<file path="src/hdl/wwmpm_pkg.sv">
// Shared types, constants and helpers of the whole-word multi-pattern matcher.
// Depends on nothing; every module of the block imports it.
package wwmpm_pkg;

   localparam int POS_W  = 31;
   localparam int SLOT_W = 4;
   localparam int OFS_W  = 5;
   localparam int BYTE_W = 8;
   localparam int OP_W   = 2;

   localparam logic [POS_W-1:0] POS_MAX = 31'h7FFF_FFFF;

   typedef enum logic [OP_W-1:0] {
      OP_TEXT    = 2'd0,
      OP_LOAD    = 2'd1,
      OP_DISABLE = 2'd2
   } wwmpm_op_type;

   // Command broadcast from the top level to every slot cell.
   typedef struct packed {
      logic              text;        // text item accepted
      logic              load;        // in-range pattern load accepted
      logic              dis;         // slot disable accepted
      logic              last;        // is_last of the current payload
      logic [BYTE_W-1:0] byte_value;  // current payload byte
      logic [OFS_W-1:0]  offset;      // load offset
      logic [POS_W-1:0]  stop;        // end position of a match ending here
   } wwmpm_cmd_type;

   // Per-cell status toward the top level.
   typedef struct packed {
      logic pend;  // a match waits for its following byte
      logic fin;   // a whole-word match ends on this byte and last is set
   } wwmpm_cell_stat_type;

   function automatic logic is_word_byte(input logic [BYTE_W-1:0] c);
      return (c >= 8'h30 && c <= 8'h39) || (c >= 8'h41 && c <= 8'h5A) ||
             (c >= 8'h61 && c <= 8'h7A);
   endfunction

endpackage

</file>
<file path="src/hdl/wwmpm_serializer.sv">
// Holds the results of one text item and hands them out one per cycle while rsp is not stalled.
// Depends on wwmpm_pkg.
module wwmpm_serializer import wwmpm_pkg::*; #(
   parameter int MAX_WORDS = 16,
   parameter int MAX_LEN   = 32
) (
   input  logic                                     clock,
   input  logic                                     reset,
   input  logic                                     load,
   input  logic [MAX_WORDS-1:0]                     conf_mask,
   input  logic [MAX_WORDS-1:0]                     fin_mask,
   input  logic [POS_W-1:0]                         conf_stop,
   input  logic [POS_W-1:0]                         fin_stop,
   input  logic [MAX_WORDS*$clog2(MAX_LEN+1)-1:0]   lens,
   output logic                                     free,
   output logic                                     rsp_valid,
   input  logic                                     rsp_stall,
   output logic [SLOT_W-1:0]                        rsp_match_slot,
   output logic [POS_W-1:0]                         rsp_start_pos,
   output logic [POS_W-1:0]                         rsp_stop_pos,
   output logic                                     rsp_last_of_run
);

   localparam int LEN_W = $clog2(MAX_LEN + 1);

   logic [MAX_WORDS-1:0] conf_ff, conf_in;
   logic [MAX_WORDS-1:0] fin_ff, fin_in;
   logic [POS_W-1:0]     cstop_ff, cstop_in;
   logic [POS_W-1:0]     fstop_ff, fstop_in;
   logic [LEN_W-1:0]     len_ff [MAX_WORDS];

   logic                 valid_ff, valid_in;
   logic [SLOT_W-1:0]    slot_ff, slot_in;
   logic [POS_W-1:0]     start_ff, start_in;
   logic [POS_W-1:0]     stop_ff, stop_in;
   logic                 last_ff, last_in;

   logic                 pick_conf;
   logic [MAX_WORDS-1:0] src;
   logic [MAX_WORDS-1:0] one;
   logic [MAX_WORDS-1:0] conf_nx;
   logic [MAX_WORDS-1:0] fin_nx;
   logic [SLOT_W-1:0]    sel_slot;
   logic [LEN_W-1:0]     sel_len;
   logic [POS_W-1:0]     sel_stop;
   logic                 have;
   logic                 move;
   logic                 run_end;

   // Confirmed matches go first, then last-of-text matches, each lowest slot first.
   always_comb begin
      pick_conf = |conf_ff;
      src       = pick_conf ? conf_ff : fin_ff;
      one       = src & ~(src - MAX_WORDS'(1));
      sel_slot  = '0;
      sel_len   = '0;
      for (int i = 0; i < MAX_WORDS; i++) begin
         if (one[i]) begin
            sel_slot = SLOT_W'(i);
            sel_len  = len_ff[i];
         end
      end
      sel_stop = pick_conf ? cstop_ff : fstop_ff;
      conf_nx  = pick_conf ? (conf_ff & ~one) : conf_ff;
      fin_nx   = pick_conf ? fin_ff : (fin_ff & ~one);
      have     = pick_conf || (|fin_ff);
      move     = have && (!valid_ff || !rsp_stall);
      run_end  = (conf_nx == '0) && (fin_nx == '0);
      free     = !have || (move && run_end);
   end

   always_comb begin
      conf_in  = conf_ff;
      fin_in   = fin_ff;
      cstop_in = cstop_ff;
      fstop_in = fstop_ff;
      if (load) begin
         conf_in  = conf_mask;
         fin_in   = fin_mask;
         cstop_in = conf_stop;
         fstop_in = fin_stop;
      end else if (move) begin
         conf_in = conf_nx;
         fin_in  = fin_nx;
      end

      valid_in = valid_ff;
      slot_in  = slot_ff;
      start_in = start_ff;
      stop_in  = stop_ff;
      last_in  = last_ff;
      if (move) begin
         valid_in = 1'b1;
         slot_in  = sel_slot;
         start_in = sel_stop - POS_W'(sel_len);
         stop_in  = sel_stop;
         last_in  = run_end;
      end else if (!rsp_stall) begin
         valid_in = 1'b0;
      end
   end

   always_ff @(posedge clock) begin
      if (reset) begin
         conf_ff  <= '0;
         fin_ff   <= '0;
         valid_ff <= 1'b0;
      end else begin
         conf_ff  <= conf_in;
         fin_ff   <= fin_in;
         valid_ff <= valid_in;
      end
   end

   always_ff @(posedge clock) begin
      cstop_ff <= cstop_in;
      fstop_ff <= fstop_in;
      slot_ff  <= slot_in;
      start_ff <= start_in;
      stop_ff  <= stop_in;
      last_ff  <= last_in;
      for (int i = 0; i < MAX_WORDS; i++) begin
         if (load) begin
            len_ff[i] <= lens[i*LEN_W +: LEN_W];
         end
      end
   end

   assign rsp_valid       = valid_ff;
   assign rsp_match_slot  = slot_ff;
   assign rsp_start_pos   = start_ff;
   assign rsp_stop_pos    = stop_ff;
   assign rsp_last_of_run = last_ff;

endmodule

</file>
<file path="config.mk">
export PLATFORM = sky130hd
export DESIGN_NAME = wwmpm_serializer
export DESIGN_NICKNAME = d
export VERILOG_FILES = /design/src/hdl/wwmpm_pkg.sv /design/src/hdl/wwmpm_serializer.sv
export SDC_FILE = /design/constraint.sdc
export NUM_CORES = 1
export LEC_CHECK = 0
export ABC_AREA = 1
export BUFFER_PORTS_ARGS = -buffer_cell sky130_fd_sc_hd__buf_2
export CORE_ASPECT_RATIO = 1.2
export CORE_MARGIN = 2
export CORE_UTILIZATION = 40
export DETAILED_ROUTE_END_ITERATION = 8
export GPL_TIMING_DRIVEN = 1
export PLACE_DENSITY = 0.68
export SKIP_LAST_GASP = 1
export SYNTH_ARGS = -nofsm -noshare
export SYNTH_HDL_FRONTEND = slang
export SYNTH_SLANG_ARGS = --single-unit
</file>
<file path="constraint.sdc">
create_clock -name clock -period 7.4 [get_ports clock]
set_clock_uncertainty 0.05 [all_clocks]
set_input_delay 0.37 -clock clock [delete_from_list [all_inputs] [get_ports clock]]
set_output_delay 0.37 -clock clock [all_outputs]
set_load 0.05 [all_outputs]
</file>
==> key figures <==
Die
  – Die height: 190.1 um
  – Core area: 28590 um^2
  – Die X: approximately 160 um
  – Starting Density: 40.37%
  – Rows: 68
  – DIE AREA: slightly above 30000 um^2
  – IO Pins: roughly 260

Outcome
  – Outcome: finished, final reports clean

Synthesis
  – Most numerous cell in the Yosys netlist: nand2_1
  – Yosys top cell by area: edfxtp_1
  – Register area share after synthesis: 64.27%
  – Number of synthesized flops with an enable pin: 225
  – Synth Register Bits: 258
  – Top cells by area, synth: edfxtp_1 59%, nand2_1 8.0%, dfxtp_1 5.7%
  – Yosys warning count: 0
  – Most frequent cells after synthesis: 247 x nand2_1, 225 x edfxtp_1, 100 x nor2_1
  – Synth unique cells: 44
  – Asr flop ratio synth: 0%
  – Synthesized instance count: 1071
  – Area of the mapped netlist: 11540 um^2
  – Synth top area share: about 59%
  – Post-synth net total: ~1300
  – Mean Syn Cell Area: approximately 11 um^2
  – Top_reg_cell synth: edfxtp_1

STA
  – Max-slew violation count: 0
  – Worst-margin pin slew: 1.026 ns
  – Final period utilization: 73.41%
  – Setup TNS: 0 ns
  – Final hold slack: about 0.047 ns
  – Fmax: 184.1 MHz
  – Post-layout min period: 5.433 ns
  – Final Hold Viols: 0
  – Slew headroom: 31.35%
  – Finish-stage setup viols: 0
  – RSZ-0062 raised after global routing: no

Pwr
  – Switch share: around 30%
  – Pwr per Cell Area: 257.5 nW/um^2
  – Combinational Power Share: 21.2%
  – Leakage: 6.722 nW
  – Switch Pwr: approximately 1.2 mW
  – Internal Power: 2.836 mW
  – Reg power frac: 44.7%
  – Clk pwr share: 34.0%
  – Worst-case vdd ir drop: 0.1874 mV
  – Overall Power: roughly 4 mW

Clocking
  – Reg clk slew, reported paths: 0.07 ns
  – Setup Buffers After CTS: 0
  – Worst-Skew Late Latency: 0.55 ns
  – CTS root buf: clkbuf_16
  – CTS resizes: 0
  – TritonCTS Buffers: 27
  – CTS tree: built
  – Clk sinks: 258
  – Clock buffer depth: 3
  – H-tree depth: 1
  – Post-CTS Hold Buffers: roughly 160

Placement
  – GPL Wtd Cong: 0.8780
  – Post-DP HPWL: 21.49 mm
  – Port Buffers: 262
  – Post-Place Cells: ~1700

Global routing
  – GRT overflow: 0
  – Vias in the first global route: about 9300
  – Initial antenna violation count: 7
  – Global-route wire length before repair: 49.68 mm
  – Pin count of the biggest net entering global routing: 76
  – Total global-route track usage: 20.99%

Setup path
  – R2r setup slk: 1.97 ns
  – Crit. End Element: flop
  – Crit path required time: 7.64 ns
  – CP arrival: 5.67 ns
  – Crit start category: flop
  – Worst Path Max Fanout: 55
  – Critical Setup Path Class: reg2reg

Final layout
  – Nets: ~1700
  – Synthesis-to-layout area growth: 36.32%
  – Fill cells: around 2500
  – Share of post-route cells with drive strength above 1: 25.90%
  – Final core utilization: a little under three fifths
  – Final Instance Count excl. Fillers: 1910

Routing
  – WL/cell: 17.12 um
  – Vias: 9213
  – Iter 0 DRT Violations: 632
  – # DRC: 0
  – Post-DRT Antenna Nets: 0
  – 1st-pass router iterations: 5
  – Vias per cell: 4.824
  – Total wire length: 32.71 mm

Hold path
  – Hold crit path type: in2reg

Job
  – Max Cap Viol: 0
## critical path: stages (launching register included)
cell and delay, ns:
dfxtp_1 0.35, nor2_1 0.11, nand2_1 0.14, nor2_8 0.22, nand2_8 0.28, inv_2 0.59
nand2_1 0.10, nand2_1 0.16, nor3_1 0.09, nand3_2 0.17, clkinv_1 0.23, nor2_1 0.17
nand2_1 0.07, nand2_1 0.06, nand2_1 0.06, ha_1 0.33, a21oi_1 0.15, inv_1 0.07
nor2_1 0.09, nor2_1 0.06, o21ai_0 0.30, nand2_1 0.14, nor2_2 0.14, nor3b_4 0.30
nand4_2 0.24, nor2_4 0.19, nand2_1 0.09, xor2_1 0.15
## metal layers
| layer | vias up | GRT usage, % | share of wire [%] |
|---|---|---|---|
| met5 | - | 0 | 0.076 |
| met4 | 4 | 7.657 | 3.1 |
| met3 | 67 | 3.401 | 5.6 |
| met2 | 338 | 37.79 | 51 |
| met1 | 4287 | 25.45 | 40 |
| li1 | 4517 | - | - |
## power by group through the flow
stage	clock network, mW	logic [mW]	registers [mW]
after floorplan	0	0.329	2.05
after global placement	0	0.778	1.84
after detailed placement	0	0.789	1.84
after CTS	1.41	0.856	1.81
after global routing	1.47	0.929	1.83
final	1.38	0.860	1.81
## kinds of logic after synthesis
family / after synthesis / share of synthesized area, %
AO/OA/AOI/OAI: 125 / 6.592
XOR/XNOR: 27 / 2.049
adder cells (fa/ha/maj): 7 / 0.8240
buffers and inverters: 131 / 4.630
flip-flops: 258 / 64.27
multiplexers: 3 / 0.2602
AND/OR/NAND/NOR: 520 / 21.37
## final timing paths
path	from	endpoint	cells past startpoint
min	fin_mask[7]	fin_ff[7]	3
min reg2reg	conf_ff[0]	conf_ff[0]	2
max reg2reg	conf_ff[9]	rsp_start_pos[24]	27
max	conf_ff[9]	rsp_start_pos[24]	27
## layout make-up
type / instances / area (um^2) / area share (%)
Antenna cell: 4 / 10.01 / 0.06363
Clock buffer: 29 / 683.2 / 4.343
Clock inverter: 18 / 212.7 / 1.352
Inverter: 111 / 416.7 / 2.649
Multi-Input combinational cell: 682 / 3588 / 22.81
Sequential cell: 258 / 7417 / 47.15
Tap cell: 385 / 481.7 / 3.062
Timing Repair Buffer: 423 / 2922 / 18.57
## sequential cells by signal (all words and copies together) (netlist names)
| signal | count |
|---|---|
| conf_ff | 16 |
| cstop_ff | 31 |
| fin_ff | 16 |
| fstop_ff | 31 |
| len_ff | 96 |
| rsp_last_of_run | 1 |
| rsp_match_slot | 4 |
| rsp_start_pos | 31 |
| rsp_stop_pos | 31 |
| rsp_valid | 1 |
## layout by cell type, fill, tap and decap left out, types with 25 or more instances in the layout
cell,instances
a21oi_1,35
buf_2,261
clkbuf_16,27
dfxtp_1,33
dlygate4sd3_1,158
edfxtp_1,225
inv_1,98
nand2_1,247
nand3_1,65
nor2_1,100
o21ai_0,27
xor2_1,25
## per-stage QoR
stage / setup slack, ns / cell area (um^2)
global placement: 2.206 / 13240
finish: 1.967 / 15730
CTS: 1.947 / 15720
detailed placement: 1.982 / 13240
floorplan: 3.262 / 11540
global route: 1.461 / 15730
(Power assumes the default switching activity.)
