`config.mk`:
```
export PLATFORM = sky130hd
export DESIGN_NAME = wwmpm_cell
export DESIGN_NICKNAME = d
export VERILOG_FILES = /design/src/hdl/wwmpm_pkg.sv /design/src/hdl/wwmpm_cell.sv
export SDC_FILE = /design/constraint.sdc
export NUM_CORES = 1
export LEC_CHECK = 0
export BUFFER_PORTS_ARGS = -buffer_cell sky130_fd_sc_hd__buf_2
export CAP_MARGIN = 0
export CORE_UTILIZATION = 45
export CTS_CLUSTER_DIAMETER = 50
export DETAILED_ROUTE_END_ITERATION = 10
export PLACE_DENSITY = 0.65
export SLEW_MARGIN = 15
export SYNTH_ARGS = -nofsm -noshare
export SYNTH_HDL_FRONTEND = slang
export SYNTH_SLANG_ARGS = --single-unit
```
`constraint.sdc`:
```
create_clock -name clock -period 9 [get_ports clock]
set_input_delay 0.9 -clock clock [delete_from_list [all_inputs] [get_ports clock]]
set_output_delay 0.9 -clock clock [all_outputs]
set_load 0.1 [all_outputs]
```
`src/hdl/wwmpm_pkg.sv`:
```
// Shared types, constants and helpers of the whole-word multi-pattern matcher.
// Depends on nothing; every module of the block imports it.
package wwmpm_pkg;

   localparam int POS_W  = 31;
   localparam int SLOT_W = 4;
   localparam int OFS_W  = 5;
   localparam int BYTE_W = 8;
   localparam int OP_W   = 2;

   localparam logic [POS_W-1:0] POS_MAX = 31'h7FFF_FFFF;

   typedef enum logic [OP_W-1:0] {
      OP_TEXT    = 2'd0,
      OP_LOAD    = 2'd1,
      OP_DISABLE = 2'd2
   } wwmpm_op_type;

   // Command broadcast from the top level to every slot cell.
   typedef struct packed {
      logic              text;        // text item accepted
      logic              load;        // in-range pattern load accepted
      logic              dis;         // slot disable accepted
      logic              last;        // is_last of the current payload
      logic [BYTE_W-1:0] byte_value;  // current payload byte
      logic [OFS_W-1:0]  offset;      // load offset
      logic [POS_W-1:0]  stop;        // end position of a match ending here
   } wwmpm_cmd_type;

   // Per-cell status toward the top level.
   typedef struct packed {
      logic pend;  // a match waits for its following byte
      logic fin;   // a whole-word match ends on this byte and last is set
   } wwmpm_cell_stat_type;

   function automatic logic is_word_byte(input logic [BYTE_W-1:0] c);
      return (c >= 8'h30 && c <= 8'h39) || (c >= 8'h41 && c <= 8'h5A) ||
             (c >= 8'h61 && c <= 8'h7A);
   endfunction

endpackage

```
`src/hdl/wwmpm_cell.sv`:
```
// One pattern slot: pattern bytes, length, aligned text window and match state.
// Depends on wwmpm_pkg.
module wwmpm_cell import wwmpm_pkg::*; #(
   parameter int MAX_LEN = 32
) (
   input  logic                             clock,
   input  logic                             reset,
   input  wwmpm_cmd_type                    cmd,
   input  logic                             sel,
   input  logic [MAX_LEN*BYTE_W-1:0]        realign,
   output wwmpm_cell_stat_type              stat,
   output logic [$clog2(MAX_LEN+1)-1:0]     len_out
);

   localparam int LEN_W = $clog2(MAX_LEN + 1);
   localparam int WIN_W = MAX_LEN * BYTE_W;

   logic [LEN_W-1:0]  len_ff, len_in;
   logic              pend_ff, pend_in;
   logic [POS_W-1:0]  nas_ff, nas_in;
   logic [WIN_W-1:0]  wa_ff, wa_in;
   logic [BYTE_W-1:0] pat_ff [MAX_LEN];

   logic [WIN_W-1:0]   wa_up;
   logic [WIN_W-1:0]   wa_sh;
   logic [MAX_LEN-1:0] eq;
   logic [POS_W-1:0]   start;
   logic               hit;
   logic               keep;

   // wa_ff[j] holds the text byte that lines up with pattern byte j once the
   // next byte arrives: shift toward j = 0, new byte enters at len-1.
   always_comb begin
      wa_up = wa_ff >> BYTE_W;
      for (int j = 0; j < MAX_LEN; j++) begin
         if (j + 1 >= int'(len_ff)) begin
            wa_sh[j*BYTE_W +: BYTE_W] = cmd.byte_value;
         end else begin
            wa_sh[j*BYTE_W +: BYTE_W] = wa_up[j*BYTE_W +: BYTE_W];
         end
         eq[j] = (j >= int'(len_ff)) || (pat_ff[j] == wa_sh[j*BYTE_W +: BYTE_W]);
      end
      start = cmd.stop - POS_W'(len_ff);
      hit   = (len_ff != '0) && (cmd.stop >= POS_W'(len_ff)) && (start >= nas_ff) && (&eq);
      // byte before the match is the oldest aligned byte before the shift
      keep  = hit && ((start == '0) || !is_word_byte(wa_ff[BYTE_W-1:0]));
   end

   always_comb begin
      len_in  = len_ff;
      pend_in = pend_ff;
      nas_in  = nas_ff;
      wa_in   = wa_ff;
      if (cmd.text) begin
         pend_in = keep && !cmd.last;
         if (cmd.last) begin
            nas_in = '0;
            wa_in  = '0;
         end else begin
            wa_in = wa_sh;
            if (hit) begin
               nas_in = cmd.stop;
            end
         end
      end else if (sel && cmd.load && cmd.last) begin
         len_in  = LEN_W'(cmd.offset) + LEN_W'(1);
         pend_in = 1'b0;
         wa_in   = realign;
      end else if (sel && cmd.dis) begin
         len_in  = '0;
         pend_in = 1'b0;
      end
   end

   always_ff @(posedge clock) begin
      if (reset) begin
         len_ff  <= '0;
         pend_ff <= 1'b0;
         nas_ff  <= '0;
      end else begin
         len_ff  <= len_in;
         pend_ff <= pend_in;
         nas_ff  <= nas_in;
      end
   end

   always_ff @(posedge clock) begin
      wa_ff <= wa_in;
      for (int j = 0; j < MAX_LEN; j++) begin
         if (sel && cmd.load && (int'(cmd.offset) == j)) begin
            pat_ff[j] <= cmd.byte_value;
         end
      end
   end

   assign stat.pend = pend_ff;
   assign stat.fin  = keep && cmd.last;
   assign len_out   = len_ff;

endmodule

```
==> results of run 1 <==
## through the flow
stage / setup WS, ps / std cells / cell area, µm² / hold slack, ps
after floorplan: 1720 / 2954 / 31000 / 459
after global placement: 2540 / 4009 / 33500 / 471
after detailed placement: 2520 / 4009 / 33500 / 482
after CTS: 1850 / 4138 / 35700 / 489
after global routing: 1450 / 4138 / 35700 / 503
final: 1830 / 4140 / 35700 / 485
## worst min path at each step
stage / endpoint / cells after the start
final: nas_ff[27] / 2
after global routing: nas_ff[27] / 2
after CTS: nas_ff[27] / 2
after detailed placement: nas_ff[27] / 2
after global placement: nas_ff[24] / 2
after floorplan: nas_ff[11] / 2
## power groups by stage
stage               clock network (mW)  registers (mW)  logic (mW)
floorplan                            0            3.04       0.427
global placement                     0            3.06       0.708
detailed placement                   0            3.06       0.721
CTS                               2.75            3.01       0.725
global route                      2.85            3.02       0.783
finish                            2.72            3.01       0.733
## layer usage
layer,vias up,routed length [µm],global-route usage (%)
met1,12500,42800,39.1
met2,1368,50400,48.5
met4,4,3790,11.0
met5,-,21,0
met3,245,8930,4.86
li1,11400,-,-
## kinds of logic after synthesis
| logic type | count (synthesis) |
|---|---|
| buffers and inverters | 590 |
| muxes | 153 |
| DFF | 550 |
| xor gates and xnor gates | 267 |
| adders and majority gates | 44 |
| and+or+nand+nor | 585 |
| AOI/OAI and AO/OA | 765 |
## cell usage after synthesis (all sizes together) (11+ instances only)
cell type	count
edfxtp	512
inv	394
o22ai	261
nor2	166
xor2	157
a21oi	154
clkbuf	151
mux2i	130
xnor2	110
nand2	98
nand2b	70
o21ai	70
nor3	46
ha	43
buf	41
dfxtp	38
o211ai	37
nand3	34
a31oi	30
a222oi	27
nor4	25
nand4	24
mux2	23
or3	20
a221oi	18
a22oi	18
a21o	17
a21boi	16
nand4b	16
nor2b	15
a2111oi	14
o221ai	14
or4	13
or2	11
## cell type report
class	instances	area (µm²)	area share, %
sequential	550	16100	45.2
clock inverter	47	374	1.05
timing repair buffer	374	2100	5.88
clock buffer	82	1860	5.21
inverter	398	1490	4.18
antenna	2	5.00	0.0140
tap	873	1090	3.06
multi-input combinational	1814	12600	35.4
## registers in the layout, summed over array words and instances (netlist names)
name,cells
pat_ff,256
len_out,6
wa_ff,256
pend_ff,1
nas_ff,31
## tightest hold or removal path, stage by stage, from the launching register on
cell	delay [ps]
dfxtp_1	320
nand2b_1	70
a21oi_1	50
==> impl_metrics.tcl, run 1 <==
set metrics [dict create \
    outcome "completed" \
    synth.area.mux_share_pct 5.03 \
    critPathLaunch "len_out[3]" \
    die_y_um 264 \
    syn-num-nets 3305 \
    ys_ff_latch 550 \
    htreeDepth 3 \
    critical_path.max_stage_delay_ps 530 \
    die_w_um 264 \
    worstMarginPinSlew_ps 1220 \
    vdd_drop_max_v 0.000134 \
    cts_buffers 71 \
    viasPerCell 6.15 \
    synth_top_area_cell "edfxtp_1" \
    holdBufCountCts 0 \
    synthAdderAreaFrac_pct 1.80 \
    route.detailed.drc 0 \
    synth_xor_area_share_pct 7.54 \
    row_count 95 \
    grt_max_degree 134 \
    grtUsageTotal_pct 29.5 \
    comb_power_share_pct 11.3 \
    cp_max_fo 45 \
    r2r-start "len_out[3]" \
    routabilityCongestion 0.959 \
    drive_gt1_share_pct 17.0 \
    holdCritStartpoint "nas_ff[27]" \
    clkTransAtPathRegs_ps 50 \
    synthArstFlopShare_pct 0 \
    fin_crit_sh_pct 79.6 \
    max_freq_mhz 140 \
    cp_num_buf_inv 4 \
    r2r_end "nas_ff[23]" \
    power_mw 6.47 \
    cp.required_ps 8100 \
    intPower_mw 4.79 \
    clkPwrFrac_pct 42.1 \
    drt_iter0_markers 2784 \
    grt_pass1_wl_um 155000 \
    final_common_cell "edfxtp_1" \
    seq_power_share_pct 46.6 \
    io_pins 315 \
    cts_resized 0 \
    cts_sinks 550 \
    cp_slowest_cell "a2111oi_0" \
    ant_nets 0 \
    ys_seq_area_share_pct 52.1 \
    slew_headroom_pct 18.3 \
    r2r_slack_ps 2930 \
    finClkSkew_ps 24.9 \
    initial_core_util_pct 45.8 \
    synth_cell_types 86 \
    ys_warn_count 0 \
    period_needed_ps 7170 \
    swShare_pct 26.0 \
    reg2reg_depth 21 \
    min_path_type "reg -> reg" \
    finalNetCount 3560 \
    final_util_pct 52.8 \
    synthCells 2954 \
    routed_wl_um 106000 \
    layout_common_cells "edfxtp_1, inv_1, buf_2, o22ai_1, nor2_1" \
    cp_cell_sequence "buf_4 -> clkinv_1 -> ha_1 -> a21o_1 -> a21o_1 -> nor3_1 -> buf_4 -> nand3b_1 -> or3_1 -> xnor2_1 -> ha_1 -> nand4_1 -> nor3_1 -> nor2b_1 -> a311oi_1 -> a2111oi_0 -> nand4_2 -> nor4_4 -> and3b_1 -> buf_2" \
    cts_tree "yes" \
    dpl.hpwl_um 73600 \
    synthSimpleGateAreaFrac_pct 9.91 \
    crit_type "reg -> out" \
    finalSetupViolations 0 \
    end_kind "output pin" \
    clock_path_buffers 3 \
    start_kind "flop" \
    syn_area_per_cell_um2 10.5 \
    leakage_nw 14.2 \
    grt_pass1_vias 25100 \
    antenna_found_initial 4 \
    fill_cells 5977 \
    synth.area.top_cells "edfxtp_1, o22ai_1, inv_1, xor2_1, mux2i_1" \
    drv_cap 0 \
    critPathTopFamily "simple AND/OR/NAND/NOR gates" \
    grt_overflow_total 0 \
    power.switching_mw 1.68 \
    powerDensity_nw_per_um2 181 \
    crit_cells 20 \
    finalSetupTns_ps 0 \
    synth-edff-count 512 \
    finalHoldViolCount 0 \
    core_um2 67600 \
    synth_top_family_by_area "compound AO/OA/AOI/OAI gates" \
    die_area_um2 69900 \
    synth_top_area_share_pct 49.6 \
    setup.worst_path.end "stat[0]" \
    rsz0062_at_grt "no" \
    synth_compound_area_share_pct 16.4 \
    clk_latency_ps 620 \
    critical_path_arrival_ps 6270 \
    slew_violations 0 \
    avgRoutedWirePerCell_um 25.6 \
    synth_area_um2 31000 \
    num_vias 25400 \
    synthFlopType "edfxtp_1" \
    root_buffer "clkbuf_16" \
    post_cts_buffers 0 \
    numPortBuffers 314 \
    drt_first_pass_iters 8 \
    syn_to_final_growth_pct 15.2 \
]
(Power assumes the default switching activity.)
==> run 2: changes to the inputs <==
--- a/config.mk
+++ b/config.mk
@@ -5,12 +5,13 @@
 export SDC_FILE = /design/constraint.sdc
 export NUM_CORES = 1
 export LEC_CHECK = 0
+export ABC_AREA = 1
 export BUFFER_PORTS_ARGS = -buffer_cell sky130_fd_sc_hd__buf_2
 export CAP_MARGIN = 0
 export CORE_UTILIZATION = 45
 export CTS_CLUSTER_DIAMETER = 50
 export DETAILED_ROUTE_END_ITERATION = 10
-export PLACE_DENSITY = 0.65
+export PLACE_DENSITY = 0.67
 export SLEW_MARGIN = 15
 export SYNTH_ARGS = -nofsm -noshare
 export SYNTH_HDL_FRONTEND = slang
==> constraint.sdc (replaced) <==
create_clock -name clock -period 6.3 [get_ports clock]
set_input_delay 0.63 -clock clock [delete_from_list [all_inputs] [get_ports clock]]
set_output_delay 0.63 -clock clock [all_outputs]
set_load 0.1 [all_outputs]
==> impl_metrics.tcl, run 2 <==
set metrics [dict create \
    drt_iter0_markers 2944 \
    grt_pass1_vias 25900 \
    holdCritStartpoint "realign[73]" \
    cts_buffers 74 \
    hold_depth 3 \
    clk_latency_ps 640 \
    htreeDepth 3 \
    cp_cell_sequence "buf_4 -> nor2_4 -> nand2_1 -> nor2_2 -> nand2_1 -> nand2_1 -> nand2_1 -> nand2_1 -> nand2_1 -> nor2_1 -> nand2_1 -> nand2_1 -> nand3_1 -> nor3_1 -> nand3_1 -> nor2_1 -> nand3_1 -> a21oi_1 -> buf_12" \
    die_y_um 266 \
    dpl.hpwl_um 73000 \
    clkPwrFrac_pct 43.4 \
    ys_seq_area_share_pct 51.5 \
    synth-edff-count 512 \
    io_pins 315 \
    clkTransAtPathRegs_ps 60 \
    power.switching_mw 2.49 \
    regArea_um2 16100 \
    intPower_mw 6.83 \
    critPathTopFamily "simple AND/OR/NAND/NOR gates" \
    fill_cells 6542 \
    synthFlopType "edfxtp_1" \
    finalWorstSetupSlack_ps 469 \
    synthArstFlopShare_pct 0 \
    grt_max_degree 111 \
    post_cts_buffers 0 \
    start_kind "flop" \
    crit_top_cell "nand2_1" \
    powerDensity_nw_per_um2 258 \
    reg2reg_depth 22 \
    clock_path_buffers 3 \
    finalSetupTns_ps 0 \
    placed_cells 4961 \
    outcome "completed" \
    initial_core_util_pct 45.6 \
    max_freq_mhz 171 \
    r2r-start "len_out[1]" \
    top_regs "pat_ff: 256 flops, wa_ff: 256 flops, nas_ff: 31 flops" \
    synth.most_common_cell "nand2_1" \
    slew_violations 0 \
    cts_sinks 550 \
    placed_area_um2 33800 \
    pre_cts_ws_ps 1110 \
    r2r_slack_ps 1340 \
    finalHoldViolCount 0 \
    final_common_cell "nand2_1" \
    holdBufCountCts 0 \
    finalSetupViolations 0 \
    rsz0062_at_grt "no" \
    comb_power_share_pct 11.1 \
    leakage_nw 16.3 \
    critical_path.max_stage_delay_ps 650 \
    avgRoutedWirePerCell_um 20.3 \
    drive_gt1_share_pct 12.6 \
    cp_slowest_cell "nand2_1" \
    grtUsageTotal_pct 29.2 \
    r2r_end "nas_ff[20]" \
    grt_overflow_total 0 \
    stdcell_area_um2 36100 \
    crit_cells 19 \
    core_um2 68700 \
    routed_wl_um 103000 \
    cp_num_buf_inv 2 \
    viasPerCell 5.38 \
    finalNetCount 4457 \
    syn_to_final_growth_pct 15.3 \
    min_path_type "in -> reg" \
    synthCells 3824 \
    slew_headroom_pct 22.3 \
    seq_power_share_pct 45.5 \
    synth_top_area_share_pct 49.0 \
    ant_nets 0 \
    root_buffer "clkbuf_16" \
    num_vias 27400 \
    period_needed_ps 5830 \
    finClkSkew_ps 30.4 \
    ys_warn_count 0 \
    cp.required_ps 5670 \
    antenna_found_initial 14 \
    syn-num-nets 4175 \
    worstMarginPinSlew_ps 1140 \
    swShare_pct 26.7 \
    yosys-top-cells-count "nand2_1, edfxtp_1, inv_1, o21ai_0, nand3_1" \
    grt_pass1_wl_um 154000 \
    cp_max_fo 25 \
    instances_no_fill 5102 \
    cts_resized 0 \
    multi_input_area_um2 12700 \
    layout_common_cells "nand2_1, edfxtp_1, inv_1, buf_2, o21ai_0" \
    synth_top_area_cell "edfxtp_1" \
    die_area_um2 70700 \
    synth_area_um2 31400 \
    crit_type "reg -> out" \
    min_to "wa_ff[73]" \
    routabilityCongestion 0.958 \
    vdd_drop_max_v 0.000187 \
    critical_path_arrival_ps 5200 \
    drv_cap 0 \
    route.detailed.drc 0 \
    drt_first_pass_iters 6 \
    die_w_um 266 \
    fin_crit_sh_pct 92.6 \
    cts_tree "yes" \
    power_mw 9.32 \
    end_kind "output pin" \
    syn_area_per_cell_um2 8.20 \
    numPortBuffers 314 \
    synth.area.top_cells "edfxtp_1, nand2_1, inv_1, o21ai_0, nand3_1" \
    row_count 96 \
    synth_cell_types 46 \
    ys_ff_latch 550 \
]
run 2: cell types whose count changed after synthesis, moves of 65 or more:
cell	change
nand3_1	+178
xor2_1	-93
nand3b_1	+100
xnor2_1	-101
o21ai_0	+240
clkbuf_1	-65
mux2i_1	-130
nand2_1	+1300
a21oi_1	-90
nand2b_1	-70
o22ai_1	-260
run 2: area by class of cell:
type / instances / area share (%)
repair buffers: 366 / 5.61
flip-flops and latches: 550 / 44.6
clock inverters: 45 / 0.976
multi-input cells: 2647 / 35.1
clock buffers: 91 / 5.48
well taps: 931 / 3.22
inverters: 467 / 4.89
diodes: 5 / 0.0346
run 2: metal layers:
metal	global-route usage [%]	vias to the layer above	share of wire (%)
li1	-	13200	-
met1	39.0	12800	42
met2	47.1	1226	46
met3	5.34	212	8.7
met4	11.0	8	3.7
met5	0	-	0.10
run 2: logic make-up after synthesis:
family / synth area share [%]
adder cells (fa/ha/maj): 1.78
flip-flops: 51.5
XOR/XNOR: 2.04
buffers and inverters: 8.13
AND/OR/NAND/NOR: 26.8
AO/OA/AOI/OAI: 9.77
run 2: stage by stage:
stage / hold WS, ps / util (%)
3_5_place_dp: 454 / 49.2
3_3_place_gp: 448 / 49.2
6_report: 273 / 52.6
5_1_grt: 273 / 52.6
4_1_cts: 256 / 52.6
2_1_floorplan: 439 / -
run 2: how the worst max path moves through the flow:
stage	end	start
6_report	stat[0]	len_out[5]
5_1_grt	stat[0]	len_out[5]
4_1_cts	stat[0]	len_out[5]
3_5_place_dp	stat[0]	cmd[3]
3_3_place_gp	stat[0]	cmd[3]
2_1_floorplan	stat[0]	len_out[3]
run 2: worst register-to-register path: cells and delay by family (launching register included):
| kind | cells | cell delay, ps |
|---|---|---|
| AND/OR/NAND/NOR | 15 | 2370 |
| adder cells (fa/ha/maj) | 2 | 670 |
| flip-flops | 1 | 690 |
| AO/OA/AOI/OAI | 3 | 710 |
| buffers and inverters | 2 | 360 |
run 2: power by group through the flow:
| stage | sequential (mW) | combinational, mW | clock [mW] |
|---|---|---|---|
| after floorplan | 4.31 | 0.594 | 0 |
| after global placement | 4.31 | 1.01 | 0 |
| after detailed placement | 4.31 | 1.02 | 0 |
| final | 4.24 | 1.04 | 4.04 |
| after global routing | 4.25 | 1.15 | 4.22 |
| after CTS | 4.24 | 1.03 | 4.06 |
